===== src/sv/clps_pkg.sv =====
// Package for the charlieplexed LED PWM scanner.
// Holds scan sizes, the gamma table and the pin-pair table; no dependencies.
package clps_pkg;

	localparam int SLOTS   = 128;
	localparam int PAIRS   = 32;
	localparam int ENTRIES = 64;

	localparam int SLOT_W = $clog2(SLOTS);
	localparam int PAIR_W = (PAIRS > 1) ? $clog2(PAIRS) : 1;
	localparam int IDX_W  = $clog2(ENTRIES);

	localparam int PINS   = 7;
	localparam int LVL_W  = 4;
	localparam int DUTY_W = 7;

	// channel A switches to the upper bank at this pair
	localparam logic [4:0] A_SPLIT  = 5'd13;
	localparam logic [5:0] A_OFFSET = 6'd32;
	localparam logic [5:0] B_OFFSET = 6'd13;

	localparam logic [DUTY_W-1:0] GAMMA_DUTY [16] = '{
		7'd0, 7'd1, 7'd2, 7'd4, 7'd5, 7'd10, 7'd15, 7'd21,
		7'd29, 7'd39, 7'd51, 7'd65, 7'd82, 7'd101, 7'd122, 7'd127
	};

	localparam logic [2:0] PIN_HI [32] = '{
		3'd6, 3'd0, 3'd6, 3'd1, 3'd6, 3'd2, 3'd6, 3'd3, 3'd6, 3'd4, 3'd6, 3'd5,
		3'd5, 3'd0, 3'd5, 3'd1, 3'd5, 3'd2, 3'd5, 3'd3, 3'd5, 3'd4,
		3'd4, 3'd0, 3'd4, 3'd1, 3'd4, 3'd2, 3'd4, 3'd3,
		3'd3, 3'd0
	};

	localparam logic [2:0] PIN_LO [32] = '{
		3'd0, 3'd6, 3'd1, 3'd6, 3'd2, 3'd6, 3'd3, 3'd6, 3'd4, 3'd6, 3'd5, 3'd6,
		3'd0, 3'd5, 3'd1, 3'd5, 3'd2, 3'd5, 3'd3, 3'd5, 3'd4, 3'd5,
		3'd0, 3'd4, 3'd1, 3'd4, 3'd2, 3'd4, 3'd3, 3'd4,
		3'd0, 3'd3
	};

	typedef enum logic {
		ACT_TICK  = 1'b0,
		ACT_WRITE = 1'b1
	} action_t;

	typedef struct packed {
		logic [PINS-1:0] dir;
		logic [PINS-1:0] lvl;
	} drive_t;

	function automatic logic [PINS-1:0] pin_mask(input logic [2:0] pin);
		return PINS'(1) << pin;
	endfunction

	function automatic drive_t port_drive(input logic [4:0] pair, input logic on);
		drive_t d;
		d.dir = '0;
		d.lvl = '0;
		if (on) begin
			d.dir = pin_mask(PIN_HI[pair]) | pin_mask(PIN_LO[pair]);
			d.lvl = pin_mask(PIN_HI[pair]);
		end
		return d;
	endfunction

endpackage


===== src/sv/charlieplex_led_pwm_scanner_core.sv =====
// Charlieplexed LED PWM scanner: brightness store, scan counters, drive logic.
// Depends on clps_pkg for sizes, gamma and pin-pair tables.
//
// Input channel (in_valid/in_ready) carries one word per item: action selects
// a PWM tick or a brightness write (entry_index, level). A write updates the
// 64-entry store and yields nothing; a tick yields one output word with the
// port A and port B pin enables and levels plus the pair and slot scanned.
// An accepted tick is registered in the read stage, which reads the store,
// then in the output stage, which looks up gamma, compares against the slot
// and registers the drive presented on the output channel (out_valid/out_ready).
// Throughput: one word per clock on either kind of item while the receiver does
// not stall, set by the single store read per tick and the registered output stage.
// Reset clears the scan counters, the pipeline and the store's valid bits,
// so every entry reads as zero (dark) until written.
// When the receiver stalls, the output word holds, the read stage fills and
// then in_ready drops; nothing is lost or repeated.
module charlieplex_led_pwm_scanner_core
	import clps_pkg::*;
(
	input  logic             clk,
	input  logic             arst_n,
	input  logic             in_valid,
	output logic             in_ready,
	input  logic             action,
	input  logic [5:0]       entry_index,
	input  logic [3:0]       level,
	output logic             out_valid,
	input  logic             out_ready,
	output logic [6:0]       dir_a,
	output logic [6:0]       out_a,
	output logic [6:0]       dir_b,
	output logic [6:0]       out_b,
	output logic [4:0]       pair_number,
	output logic [6:0]       slot_number
);

	logic [LVL_W-1:0]  mem [ENTRIES];
	logic [ENTRIES-1:0] written_q;

	logic [SLOT_W-1:0] slot_q;
	logic [PAIR_W-1:0] pair_q;

	logic              valid_s1;
	logic [LVL_W-1:0]  rd_a_s1, rd_b_s1;
	logic              wv_a_s1, wv_b_s1;
	logic [SLOT_W-1:0] slot_s1;
	logic [4:0]        pair_s1;

	logic              accept, tick_acc, write_acc, adv_s1;
	logic [4:0]        pair_cur;
	logic [IDX_W-1:0]  idx_a, idx_b;
	logic [LVL_W-1:0]  lvl_a, lvl_b;
	logic [DUTY_W-1:0] duty_a, duty_b;
	logic              on_a, on_b;
	drive_t            drv_a, drv_b;

	assign adv_s1    = valid_s1 && (!out_valid || out_ready);
	assign in_ready  = !valid_s1 || adv_s1;
	assign accept    = in_valid && in_ready;
	assign tick_acc  = accept && (action == ACT_TICK);
	assign write_acc = accept && (action == ACT_WRITE);

	assign pair_cur = 5'(pair_q);
	assign idx_a    = (pair_cur < A_SPLIT) ? 6'(pair_cur) : 6'(pair_cur) + A_OFFSET;
	assign idx_b    = 6'(pair_cur) + B_OFFSET;

	// scan counters: slot every tick, pair on slot wrap
	always_ff @(posedge clk or negedge arst_n) begin
		if (!arst_n) begin
			slot_q <= '0;
			pair_q <= '0;
		end else if (tick_acc) begin
			if (slot_q == SLOT_W'(SLOTS - 1)) begin
				slot_q <= '0;
				if (pair_q == PAIR_W'(PAIRS - 1))
					pair_q <= '0;
				else
					pair_q <= pair_q + 1'b1;
			end else begin
				slot_q <= slot_q + 1'b1;
			end
		end
	end

	always_ff @(posedge clk or negedge arst_n) begin
		if (!arst_n)
			written_q <= '0;
		else if (write_acc)
			written_q[entry_index] <= 1'b1;
	end

	// brightness store: one write port, two registered read ports
	always_ff @(posedge clk) begin
		if (write_acc)
			mem[entry_index] <= level;
		if (tick_acc) begin
			rd_a_s1 <= mem[idx_a];
			rd_b_s1 <= mem[idx_b];
		end
	end

	always_ff @(posedge clk) begin
		if (tick_acc) begin
			wv_a_s1 <= written_q[idx_a];
			wv_b_s1 <= written_q[idx_b];
			slot_s1 <= slot_q;
			pair_s1 <= pair_cur;
		end
	end

	always_ff @(posedge clk or negedge arst_n) begin
		if (!arst_n)
			valid_s1 <= 1'b0;
		else if (tick_acc)
			valid_s1 <= 1'b1;
		else if (adv_s1)
			valid_s1 <= 1'b0;
	end

	assign lvl_a  = wv_a_s1 ? rd_a_s1 : '0;
	assign lvl_b  = wv_b_s1 ? rd_b_s1 : '0;
	assign duty_a = GAMMA_DUTY[lvl_a];
	assign duty_b = GAMMA_DUTY[lvl_b];
	assign on_a   = 9'(slot_s1) < 9'(duty_a);
	assign on_b   = 9'(slot_s1) < 9'(duty_b);
	assign drv_a  = port_drive(pair_s1, on_a);
	assign drv_b  = port_drive(pair_s1, on_b);

	always_ff @(posedge clk or negedge arst_n) begin
		if (!arst_n)
			out_valid <= 1'b0;
		else if (adv_s1)
			out_valid <= 1'b1;
		else if (out_ready)
			out_valid <= 1'b0;
	end

	always_ff @(posedge clk) begin
		if (adv_s1) begin
			dir_a       <= drv_a.dir;
			out_a       <= drv_a.lvl;
			dir_b       <= drv_b.dir;
			out_b       <= drv_b.lvl;
			pair_number <= pair_s1;
			slot_number <= 7'(slot_s1);
		end
	end

	// a driven port A always has exactly its two pins enabled, high pin set
	a_drive_shape: assert property (@(posedge clk) disable iff (!arst_n)
		out_valid && (dir_a != '0) |-> ($countones(dir_a) == 2) && ($countones(out_a) == 1)
			&& ((dir_a & out_a) == out_a))
		else $error("port A drive malformed");

	a_released: assert property (@(posedge clk) disable iff (!arst_n)
		out_valid && (dir_b == '0) |-> (out_b == '0))
		else $error("port B level without enable");

	a_write_holds: assert property (@(posedge clk) disable iff (!arst_n)
		write_acc |=> $stable(slot_q) && $stable(pair_q))
		else $error("counters moved on a write");

	a_slot_wrap: assert property (@(posedge clk) disable iff (!arst_n)
		tick_acc && (slot_q == SLOT_W'(SLOTS - 1)) |=> (slot_q == '0))
		else $error("slot counter failed to wrap");

endmodule


===== config.mk =====
export PLATFORM = sky130hd
export DESIGN_NAME = charlieplex_led_pwm_scanner_core
export DESIGN_NICKNAME = d
export VERILOG_FILES = /design/src/sv/clps_pkg.sv /design/src/sv/charlieplex_led_pwm_scanner_core.sv
export SDC_FILE = /design/constraint.sdc
export NUM_CORES = 1
export LEC_CHECK = 0
export ABC_AREA = 1
export CAP_MARGIN = 30
export CORE_ASPECT_RATIO = 0.7
export CORE_UTILIZATION = 35
export DETAILED_ROUTE_END_ITERATION = 8
export DONT_BUFFER_PORTS = 1
export GPL_TIMING_DRIVEN = 1
export PLACE_DENSITY = 0.46
export SLEW_MARGIN = 40
export SYNTH_ARGS = -nofsm -noshare
export SYNTH_HDL_FRONTEND = slang
export SYNTH_SLANG_ARGS = --single-unit
export TNS_END_PERCENT = 10

===== constraint.sdc =====
create_clock -name clk -period 4.2 [get_ports clk]
set_clock_uncertainty 0.15 [all_clocks]
set_input_delay 0.42 -clock clk [delete_from_list [all_inputs] [get_ports clk]]
set_output_delay 0.42 -clock clk [all_outputs]
set_load 0.1 [all_outputs]

==> out/qor.txt, run 1 <==
SETUP PATH
--------------------------------------------------------------------------------------
Data arrival time of the worst path .....................................      3340 ps
Slowest cell delay on critical path .....................................       460 ps
Worst setup startpoint ..................................................      wv_a_s1
Capture instance of the worst register-to-register path .................     dir_a[1]
End point of the critical path ..........................................     dir_a[1]
Number of buffers and inverters on the critical path ....................            2
Reg2Reg Setup Slack .....................................................      1090 ps
Reg2reg path depth ......................................................           12
Critical-path maximum fanout ............................................           14
Critical path required time .............................................      4430 ps
Critical Path Slowest Stage Cell ........................................     edfxtp_1
Crit. End Element .......................................................         flop
Type of the setup path with the least slack ............................. flop to flop
Startpoint of the worst register-to-register path .......................      wv_a_s1
CP cell instances ....................................................... nand2_1, inv_1, ha_1, or2_2, o22ai_1, inv_1, ha_1, a21oi_1, nor2_1, a211oi_1, nand2_1, a21oi_1
Startpoint types ........................................................         flop
WP depth ................................................................           12
Dominant delay contributor by cell family on the critical path .......... simple AND/OR/NAND/NOR gates

LOGIC SYNTHESIS
--------------------------------------------------------------------------------------
Dominant register cell in the synthesized netlist .......................     edfxtp_1
Synth Register Bits .....................................................          396
Async SR Flop Fraction ..................................................       19.70%
Count of cell types in the netlist ......................................           39
Sequential area share after synthesis ...................................       59.67%
Yosys warning count .....................................................            0
Mapped cell area ........................................................    19270 um2
Post-synthesis net count ................................................         2111
Post-synthesis average cell area ........................................    9.329 um2
Number of enable flip-flop cells after synthesis ........................          318
Synthesized instance count ..............................................         2066

STA
--------------------------------------------------------------------------------------
Highest attainable clock frequency ......................................    321.6 MHz
Actual transition at the worst max-transition pin .......................     898.5 ps
Final-layout setup total negative slack .................................         0 ps
Relative max-transition margin ..........................................       40.23%
RSZ-0062 raised after global routing ....................................           no
Share of the clock period used by the worst path after layout ...........       74.02%
Final setup violating endpoints .........................................            0
Hold violation count in the final report ................................            0
Final worst hold slack ..................................................     107.8 ps
Fin. max-slew vios ......................................................            0
Final critical delay including setup and external delays ................      3109 ps

MIN PATH
--------------------------------------------------------------------------------------
Path category of the worst min-delay check .............................. primary input to flop

GLOBAL ROUTE
--------------------------------------------------------------------------------------
Aggregate global routing overflow .......................................            0
Pin count of the biggest net entering global routing ....................          197
Vias in the first global route ..........................................        13705
First-pass GRT wire length ..............................................     85920 um
Global-route usage over all layers ......................................       20.46%
Antenna violations before repair ........................................            0

CLOCK NETWORK
--------------------------------------------------------------------------------------
Number of buffers created by CTS ........................................           42
Number of buffers between clock root and the deepest sink ...............            3
Number of clock sinks seen by CTS .......................................          396
Clock transition at the registers of the reported paths .................        60 ps
Skew-Pair Late Insertion Delay ..........................................       560 ps
Number of levels the H-tree was split into ..............................            2
Clock tree from TritonCTS ...............................................         done
Clk Tree Root Cell ......................................................    clkbuf_16

FLOORPLAN
--------------------------------------------------------------------------------------
DIE HEIGHT ..............................................................     198.3 um
Row count ...............................................................           71
Io pins .................................................................           57
Area of the die .........................................................    56030 um2
Die width ...............................................................     282.5 um
Core area ...............................................................    54010 um2
Starting Density ........................................................       35.69%

POWER
--------------------------------------------------------------------------------------
Post-route total power ..................................................   0.009713 W
Worst ir drop on vdd ....................................................     257.2 uV
PD cells ................................................................ 444.1 nW/um2
Static leakage ..........................................................     8.908 nW

ROUTING
--------------------------------------------------------------------------------------
Total routed wirelength .................................................     56650 um
Vias per cell ...........................................................        5.135
Via count of the routed design ..........................................        14466
Number of remaining DRC errors ..........................................            0
Number of detailed-route iterations in the first pass ...................            5
Mean routed wirelength per cell .........................................     20.11 um
Initial detailed-routing violation count ................................         1238
Antenna Nets Post-Route .................................................            0

PLACEMENT
--------------------------------------------------------------------------------------
Weighted congestion reported at the end of routability-driven placement .       0.8626
PortBufs ................................................................            0
Placed cell area ........................................................    20220 um2
Estimated wirelength of the detail-placed design ........................     35890 um

LAYOUT
--------------------------------------------------------------------------------------
Most used cells in the layout excluding fill and tap cells .............. nand2_1, edfxtp_1, nand3_1
Number of nets in the finished design ...................................         2097
Count of filler cells inserted in the layout ............................         5352
Most common library cell in the layout ignoring fill and taps ...........      nand2_1
Utilization of the core after routing ...................................       40.50%
P&R area growth vs syn ..................................................       13.48%
Cell area after layout ..................................................    21870 um2
Share of cells above drive strength 1 ...................................       7.191%

JOB
--------------------------------------------------------------------------------------
Maximum capacitance violations ..........................................            0

STATUS
--------------------------------------------------------------------------------------
Status .................................................................. finished clean

power by group:
part / internal (W) / total, W / switching [W]
logic: 0.000318 / 0.00108 / 0.000758
clock network: 0.00245 / 0.00406 / 0.00161
registers: 0.00435 / 0.00458 / 0.000225
total: 0.00712 / 0.00971 / 0.00260
sequential cells by signal (all words and copies together) (netlist names):
signal and flops:
wv_a_s1 1, dir_b 7, out_valid 1, pair_cur 5, wv_b_s1 1, slot_q 7, mem 256, slot_s1 7
slot_number 7, written_q 64, dir_a 7, valid_s1 1, out_b 7, pair_number 5, rd_a_s1 4, pair_s1 5
out_a 7, rd_b_s1 4
cells in the mapped netlist, drive strengths merged (2+ instances only):
cell,number,area [um2]
a211oi,2,15.01
a21oi,101,509.2
a32oi,2,17.52
buf,76,455.4
clkbuf,41,207.7
clkinv,2,7.510
dfrtp,78,1952
edfxtp,318,9549
ha,30,375.4
inv,232,870.8
nand2,495,1866
nand3,265,1331
nand4,18,112.6
nor2,154,583.1
nor3,5,25.02
o211ai,34,260.3
o21ai,192,960.9
o22ai,3,18.77
o31ai,2,15.01
or2,7,43.80
xor2,5,51.30
how the worst min path moves through the flow:
stage,from,to,slack (ps),cells past startpoint
after floorplan,arst_n,out_valid,-30,0
after global placement,arst_n,written_q[18],-20,0
after detailed placement,arst_n,written_q[19],-20,0
after CTS,level[1],mem[59][1],120,1
after global routing,level[2],mem[58][2],110,1
final,level[2],mem[58][2],110,1
per-stage QoR:
step	worst slack, ps	std cells
5_1_grt	758.9	2816
6_report	1091	2817
2_1_floorplan	689.0	2066
3_3_place_gp	1061	2716
3_5_place_dp	1153	2731
4_1_cts	1114	2816
layout make-up:
type | instances | area [um2] | area share, %
multi-input cells | 1318 | 6266 | 28.65
clock buffers | 57 | 1201 | 5.492
diodes | 1 | 2.502 | 0.01144
well taps | 730 | 913.4 | 4.176
flip-flops and latches | 396 | 11510 | 52.61
repair buffers | 59 | 793.3 | 3.627
clock inverters | 21 | 291.5 | 1.333
inverters | 235 | 898.4 | 4.107
layer usage:
metal / track usage (%) / wire length (um) / up-vias
li1: - / - / 6938
met1: 32.56 / 29080 / 7074
met2: 28.49 / 22930 / 410
met3: 3.906 / 3949 / 44
met4: 3.604 / 692 / 0
met5: 0 / 0 / -
kinds of logic after synthesis:
family	after synthesis	share of synthesized area, %
buffers and inverters	352	8.088
adder cells (fa/ha/maj)	30	1.947
AND/OR/NAND/NOR	945	20.59
AO/OA/AOI/OAI	337	9.354
XOR/XNOR	6	0.3506
flip-flops	396	59.67
repair_timing:
| item | in CTS | in global routing |
|---|---|---|
| hold endpoints to repair | 336 | 0 |
| resized for setup | 0 | 0 |
| hold buffers | 7 | 0 |
| setup buffers | 0 | 0 |
Note: power is estimated with default switching activity, not from simulation.
==> run 2: changes to the inputs <==
==> constraint.sdc (replaced) <==
create_clock -name clk -period 3 [get_ports clk]
set_clock_uncertainty 0.15 [all_clocks]
set_input_delay 0.3 -clock clk [delete_from_list [all_inputs] [get_ports clk]]
set_output_delay 0.3 -clock clk [all_outputs]
set_load 0.1 [all_outputs]
==> run 2 against run 1 <==
  * Die area is the same
  * Cell area is essentially flat
  * First-iteration DRC count up 25%
  * Critical path type unchanged
  * Clock-buffer cell count is 4 lower
  * Fmax is 12% higher
  * Largest cell class unchanged
==> out/qor.txt, run 2 (synthesis gave the netlist of run 1 again) <==
GLOBAL ROUTE
--------------------------------------------------------------------------------------
Global-route usage over all layers ......................................       20.52%
Aggregate global routing overflow .......................................            0
Pin count of the biggest net entering global routing ....................          190
Vias in the first global route ..........................................        13797
Antenna violations before repair ........................................            5
First-pass GRT wire length ..............................................     86020 um

ROUTING
--------------------------------------------------------------------------------------
Vias per cell ...........................................................        5.113
Initial detailed-routing violation count ................................         1544
Mean routed wirelength per cell .........................................     19.83 um
Detailed-routing wirelength on met1 .....................................     28750 um
Number of detailed-route iterations in the first pass ...................            6
Met3 WL .................................................................      4229 um
Number of remaining DRC errors ..........................................            0
Detailed route wirelength on metal2 .....................................     22450 um
Total routed wirelength .................................................     56310 um
Via count of the routed design ..........................................        14520
Antenna Nets Post-Route .................................................            0
Top layer used by detailed routing ......................................         met4

CLOCK NETWORK
--------------------------------------------------------------------------------------
Clk Tree Root Cell ......................................................    clkbuf_16
Number of levels the H-tree was split into ..............................            2
Clock transition at the registers of the reported paths .................        60 ps
Clock tree from TritonCTS ...............................................         done
Skew-Pair Late Insertion Delay ..........................................       550 ps
Number of buffers between clock root and the deepest sink ...............            3
Number of clock sinks seen by CTS .......................................          396
Number of buffers created by CTS ........................................           41

SETUP PATH
--------------------------------------------------------------------------------------
CP cell instances ....................................................... nand2_1, inv_1, ha_1, or2_2, a21oi_1, a21oi_1, ha_1, nand2_1, inv_1, nand2_1, nand2_1, nand2_1, nand2_1, buf_4, nor2_1
Data arrival time of the worst path .....................................      2920 ps
Number of buffers and inverters on the critical path ....................            3
Type of the setup path with the least slack ............................. flop to flop
Reg2reg path depth ......................................................           15
Dominant delay contributor by cell family on the critical path .......... simple AND/OR/NAND/NOR gates
Critical-path maximum fanout ............................................           14
Worst setup startpoint ..................................................      wv_a_s1
Startpoint types ........................................................         flop
Critical Path Slowest Stage Cell ........................................     edfxtp_1
Most used cell, CP ......................................................      nand2_1
Crit. End Element .......................................................         flop
Reg2Reg Setup Slack .....................................................       220 ps
Startpoint of the worst register-to-register path .......................      wv_a_s1
Critical path required time .............................................      3140 ps
Slowest cell delay on critical path .....................................       440 ps
Capture instance of the worst register-to-register path .................     out_a[3]

LAYOUT
--------------------------------------------------------------------------------------
Utilization of the core after routing ...................................       40.49%
Flip-flop count of the largest register, all copies and words added .....          256
Count of filler cells inserted in the layout ............................         5346
Area of combinational cells with multiple inputs ........................     6251 um2
Register with the most flip-flops .......................................          mem
Number of nets in the finished design ...................................         2124
Share of cells above drive strength 1 ...................................       7.444%
Most used cells in the layout excluding fill and tap cells .............. nand2_1, edfxtp_1, nand3_1
Area occupied by registers ..............................................    11500 um2
Most common library cell in the layout ignoring fill and taps ...........      nand2_1
Regs by FF count ........................................................ mem (256), written_q (64)
P&R area growth vs syn ..................................................       13.45%
Filler-free cell count of the finished design ...........................         2840

STA
--------------------------------------------------------------------------------------
RSZ-0062 raised after global routing ....................................           no
Final setup violating endpoints .........................................            0
Actual transition at the worst max-transition pin .......................     900.3 ps
Final critical delay including setup and external delays ................      2779 ps
Hold violation count in the final report ................................            0
Fin. max-slew vios ......................................................            0
Relative max-transition margin ..........................................       40.10%
Highest attainable clock frequency ......................................    359.8 MHz
Final worst hold slack ..................................................     11.96 ps
Slack of the critical path ..............................................     220.6 ps
Share of the clock period used by the worst path after layout ...........       92.65%

POWER
--------------------------------------------------------------------------------------
Post-route total power ..................................................    0.01282 W
Worst ir drop on vdd ....................................................     404.7 uV
Static leakage ..........................................................     8.929 nW
PD cells ................................................................ 586.4 nW/um2

STATUS
--------------------------------------------------------------------------------------
Status .................................................................. finished clean

FLOORPLAN
--------------------------------------------------------------------------------------
Row count ...............................................................           71
DIE HEIGHT ..............................................................     198.3 um
Core area ...............................................................    54010 um2
Die width ...............................................................     282.5 um
Area of the die .........................................................    56030 um2
Io pins .................................................................           57
Starting Density ........................................................       35.69%

PLACEMENT
--------------------------------------------------------------------------------------
Placed cells ............................................................         2755
Weighted congestion reported at the end of routability-driven placement .       0.8253
DP Worst Slack ..........................................................     235.3 ps
Estimated wirelength of the detail-placed design ........................     35390 um
PortBufs ................................................................            0

MIN PATH
--------------------------------------------------------------------------------------
Endpoint of the worst hold path .........................................    mem[9][2]
Cell count of the worst hold path .......................................            1
Startpoint of the most critical hold path ...............................     level[2]
Path category of the worst min-delay check .............................. primary input to flop

JOB
--------------------------------------------------------------------------------------
Maximum capacitance violations ..........................................            0

==> run 2: cell types whose count changed in the layout (fill, tap and decap cells not counted), moves of 2 or more <==
cell and change:
buf_8 -3, clkbuf_8 -2, clkinv_2 -3, dlygate4sd3_1 +2, nand3_2 -3, clkinv_1 +10
buf_4 +25, nand3_1 +3, bufinv_16 -6, buf_12 +3
==> run 2: timing repair <==
item	CTS	global route
gates resized for setup	0	1
buffers inserted	0	1
endpoints found under the setup margin	0	14
hold buffers	8	1
hold endpoints to repair	340	7
==> run 2: final cells by class <==
| type | instances | area share, % |
|---|---|---|
| diodes | 1 | 0.01144 |
| clock buffers | 53 | 5.138 |
| clock inverters | 20 | 0.5321 |
| inverters | 235 | 4.108 |
| multi-input cells | 1318 | 28.59 |
| flip-flops and latches | 396 | 52.61 |
| well taps | 730 | 4.177 |
| repair buffers | 87 | 4.835 |
==> run 2: worst max path at each step <==
stage,endpoint,slack (ps),cells past startpoint
2_1_floorplan,slot_q[0],-60,5
3_3_place_gp,out_a[3],260,15
3_5_place_dp,dir_a[2],240,13
4_1_cts,dir_a[4],220,13
5_1_grt,dir_a[4],0.9,13
6_report,out_a[3],220,15
==> run 2: through the flow <==
step / TNS (ps) / cell area, um2
final: 0 / 21870
after global routing: 0 / 21870
after CTS: 0 / 21820
after detailed placement: 0 / 20410
after global placement: 0 / 20120
after floorplan: -255.2 / 19280
==> run 2: worst register-to-register path, stage by stage (launching register included) <==
cell and delay [ps]:
edfxtp_1 440, nand2_1 160, inv_1 100, ha_1 310, or2_2 310, a21oi_1 130, a21oi_1 60, ha_1 270
nand2_1 50, inv_1 40, nand2_1 50, nand2_1 50, nand2_1 50, nand2_1 60, buf_4 210, nor2_1 80
==> run 2: power breakdown <==
part	switching [W]	internal, W	total [W]
Combinational	0.00109	0.000476	0.00157
Clock	0.00214	0.00272	0.00486
Sequential	0.000302	0.00609	0.00640
Total	0.00353	0.00929	0.0128
==> run 2: per-layer routing <==
layer  vias to the layer above  track usage (%)
met5                         -                0
met4                         0            3.964
met3                        63            3.929
met2                       450            28.49
met1                      7023            32.59
li1                       6984                -
==> run 3: changes to the inputs <==
--- a/config.mk
+++ b/config.mk
@@ -5,7 +5,6 @@
 export SDC_FILE = /design/constraint.sdc
 export NUM_CORES = 1
 export LEC_CHECK = 0
-export ABC_AREA = 1
 export CAP_MARGIN = 30
 export CORE_ASPECT_RATIO = 0.7
 export CORE_UTILIZATION = 35
@@ -13,6 +12,7 @@
 export DONT_BUFFER_PORTS = 1
 export GPL_TIMING_DRIVEN = 1
 export PLACE_DENSITY = 0.46
+export REMOVE_ABC_BUFFERS = 1
 export SLEW_MARGIN = 40
 export SYNTH_ARGS = -nofsm -noshare
 export SYNTH_HDL_FRONTEND = slang
==> run 3 against run 2 <==
  * Hold slack improved by 100 ps
  * Register-to-register slack got worse by 120 ps
  * Critical path depth down 2
  * Clock power increased by 9.7%
  * Critical endpoint is now out_b[1]
  * Die area shrank 8.1%
  * Non-clock buffer count fell by 3
  * Clock-buffer cell count rose by 1
  * Sequential power rose by 2%
==> out/qor.txt, run 3 <==
POWER
--------------------------------------------------------------------------------------
Internal power component ................................................   0.009890 W
Worst ir drop on vdd ....................................................     388.1 uV
Switching share of total power ..........................................       24.77%
Sw power ................................................................   0.003256 W
Clock network power share ...............................................        40.6%
PD cells ................................................................ 630.8 nW/um2
Comb power frac .........................................................         9.9%
Static leakage ..........................................................     7.276 nW
Relative contribution of sequential cells to total power ................        49.6%

LAYOUT
--------------------------------------------------------------------------------------
P&R area growth vs syn ..................................................       17.80%
Utilization of the core after routing ...................................       42.02%
Most common library cell in the layout ignoring fill and taps ...........     edfxtp_1
Most used cells in the layout excluding fill and tap cells .............. edfxtp_1, mux4_2, nor2_1
Regs by FF count ........................................................ mem (256), written_q (64)
Antenna fix cells .......................................................            0
Count of filler cells inserted in the layout ............................         4420
Area of combinational cells with multiple inputs ........................     5907 um2
Flip-flop count of the largest register, all copies and words added .....          256
Register with the most flip-flops .......................................          mem
Share of cells above drive strength 1 ...................................       29.17%
Number of nets in the finished design ...................................         1221
Area occupied by registers ..............................................    11510 um2

ROUTING
--------------------------------------------------------------------------------------
Number of remaining DRC errors ..........................................            0
Via count of the routed design ..........................................         9923
Initial detailed-routing violation count ................................         1001
Vias per cell ...........................................................        5.292
Antenna Nets Post-Route .................................................            0
Mean routed wirelength per cell .........................................     24.06 um
Number of detailed-route iterations in the first pass ...................            5
Total routed wirelength .................................................     45110 um

STA
--------------------------------------------------------------------------------------
Hold violation count in the final report ................................            0
Highest attainable clock frequency ......................................    345.4 MHz
RSZ-0062 raised after global routing ....................................          yes
Actual transition at the worst max-transition pin .......................     901.2 ps
Final critical delay including setup and external delays ................      2895 ps
Share of the clock period used by the worst path after layout ...........       96.51%
Fin. max-slew vios ......................................................            0
Relative max-transition margin ..........................................       40.05%
Final setup violating endpoints .........................................            0
Final worst hold slack ..................................................     116.2 ps

FLOORPLAN
--------------------------------------------------------------------------------------
Starting Density ........................................................       35.67%
Area of the die .........................................................    51470 um2
DIE HEIGHT ..............................................................     190.1 um
Die width ...............................................................     270.7 um
Io pins .................................................................           57
Core area ...............................................................    49600 um2
Row count ...............................................................           68

CLOCK NETWORK
--------------------------------------------------------------------------------------
Clock transition at the registers of the reported paths .................        60 ps
Number of buffers created by CTS ........................................           42
Number of buffers between clock root and the deepest sink ...............            3
Skew-Pair Late Insertion Delay ..........................................       570 ps
Clk Tree Root Cell ......................................................    clkbuf_16
Number of clock sinks seen by CTS .......................................          396
Clock tree from TritonCTS ...............................................         done
Number of levels the H-tree was split into ..............................            2

LOGIC SYNTHESIS
--------------------------------------------------------------------------------------
Async SR Flop Fraction ..................................................       19.70%
Library cell occupying the most area in the post-synthesis netlist ......     edfxtp_1
Most used standard cells in the synthesized netlist ..................... edfxtp_1, mux4_2, nor2_1, dfrtp_1, or2_2
Most common cell in the netlist .........................................     edfxtp_1
Synthesized instance count ..............................................         1110
Post-synthesis average cell area ........................................    15.94 um2
Synth Register Bits .....................................................          396
Number of enable flip-flop cells after synthesis ........................          318
Dominant register cell in the synthesized netlist .......................     edfxtp_1
Sequential area share after synthesis ...................................       65.01%
Yosys warning count .....................................................            0
Mapped cell area ........................................................    17690 um2
Ranking of synthesized cells by area .................................... edfxtp_1, mux4_2, dfrtp_1
Count of cell types in the netlist ......................................           56
Share of the synthesized area in the top cell type ......................       53.97%

STATUS
--------------------------------------------------------------------------------------
Status .................................................................. finished clean

SETUP PATH
--------------------------------------------------------------------------------------
Data arrival time of the worst path .....................................      3050 ps
Startpoint types ........................................................         flop
Startpoint of the worst register-to-register path .......................      wv_b_s1
Critical-path maximum fanout ............................................            7
Type of the setup path with the least slack ............................. flop to flop
Critical path required time .............................................      3150 ps
Worst setup startpoint ..................................................      wv_b_s1
Crit. End Element .......................................................         flop

GLOBAL ROUTE
--------------------------------------------------------------------------------------
Vias in the first global route ..........................................        10148
Antenna violations before repair ........................................            0
Aggregate global routing overflow .......................................            0
First-pass GRT wire length ..............................................     68220 um
Global-route usage over all layers ......................................       17.97%
Pin count of the biggest net entering global routing ....................           79

PLACEMENT
--------------------------------------------------------------------------------------
Estimated wirelength of the detail-placed design ........................     30230 um
PortBufs ................................................................            0
Weighted congestion reported at the end of routability-driven placement .       0.7913

MIN PATH
--------------------------------------------------------------------------------------
Path category of the worst min-delay check .............................. primary input to asynchronous set/reset pin

JOB
--------------------------------------------------------------------------------------
Maximum capacitance violations ..........................................            0

-- run 3: cell count changes in the layout (fill, tap and decap cells not counted), moves of 35 or more --
cell	previous run	this run
nand2_1	492	54
nand3_1	264	16
inv_1	230	14
o21ai_0	186	25
mux4_2	0	109
a21oi_1	99	15
or2_2	6	67
nor2_1	152	108
mux2i_1	0	35
-- run 3: routing by layer --
metal	share of wire [%]	vias up	global-route usage, %
li1	-	4462	-
met1	52	5149	28.98
met2	40	256	24.08
met3	6.2	56	3.774
met4	1.7	0	4.498
met5	0	-	0
-- run 3: cells by family (layout without fill, tap and decap cells) --
| group | count (synthesis) | after routing | share of synthesized area (%) |
|---|---|---|---|
| adder cells (fa/ha/maj) | 30 | 30 | 2.122 |
| AO/OA/AOI/OAI | 135 | 135 | 5.219 |
| XOR/XNOR | 7 | 7 | 0.3890 |
| AND/OR/NAND/NOR | 307 | 307 | 8.515 |
| flip-flops | 396 | 396 | 65.01 |
| buffers and inverters | 79 | 179 | 2.129 |
| multiplexers | 156 | 156 | 16.62 |
-- run 3: cell type report --
type                    count  area share [%]
clock inverters            24           1.207
well taps                 665           3.992
flip-flops and latches    396           55.21
clock buffers              54           5.607
multi-input cells         635           28.34
repair buffers             84           5.337
inverters                  17          0.3062
-- run 3: worst paths after layout --
kind,depth (start not counted),slack (ps),endpoint
min,2,120,written_q[39]
max,13,100,out_b[1]
max reg2reg,13,100,out_b[1]
min in group clk,2,130,mem[30][2]
min reg2reg,1,310,written_q[30]
max in group asynchronous,2,2070,pair_cur[0]
-- run 3: timing repair --
action,in CTS,in global routing
hold buffers,14,0
endpoints found under the hold margin,339,0
setup buffers,0,6
endpoints found under the setup margin,0,28
resized for setup,0,26
-- run 3: power by group through the flow --
stage	clock network, W	logic (W)	registers (W)
after floorplan	0	0.000671	0.00671
after global placement	0	0.000970	0.00673
after detailed placement	0	0.00113	0.00664
after CTS	0.00547	0.00126	0.00653
after global routing	0.00565	0.00141	0.00655
final	0.00533	0.00130	0.00652
-- run 3: critical path: stages (launching register included) --
cell      delay, ps
edfxtp_1        470
and2_4          230
ha_4            160
nand2b_4        130
o211ai_1        100
o21ai_1          90
nand2_1          90
o21ai_1          70
ha_1            270
o311a_1         170
a211oi_2         50
o211ai_1        350
buf_4           240
nor2_1           50
-- run 3: through the flow --
stage	cell area [um2]	setup slack [ps]	total power, W	TNS, ps	cells
final	20840	104.8	0.01315	0	1875
after global routing	20840	-15.66	0.01360	-58.69	1875
after detailed placement	19000	61.36	0.007770	0	1773
after floorplan	17380	-4902	0.007378	-153570	1048
after CTS	20650	22.86	0.01325	0	1865
after global placement	18650	79.96	0.007702	0	1758
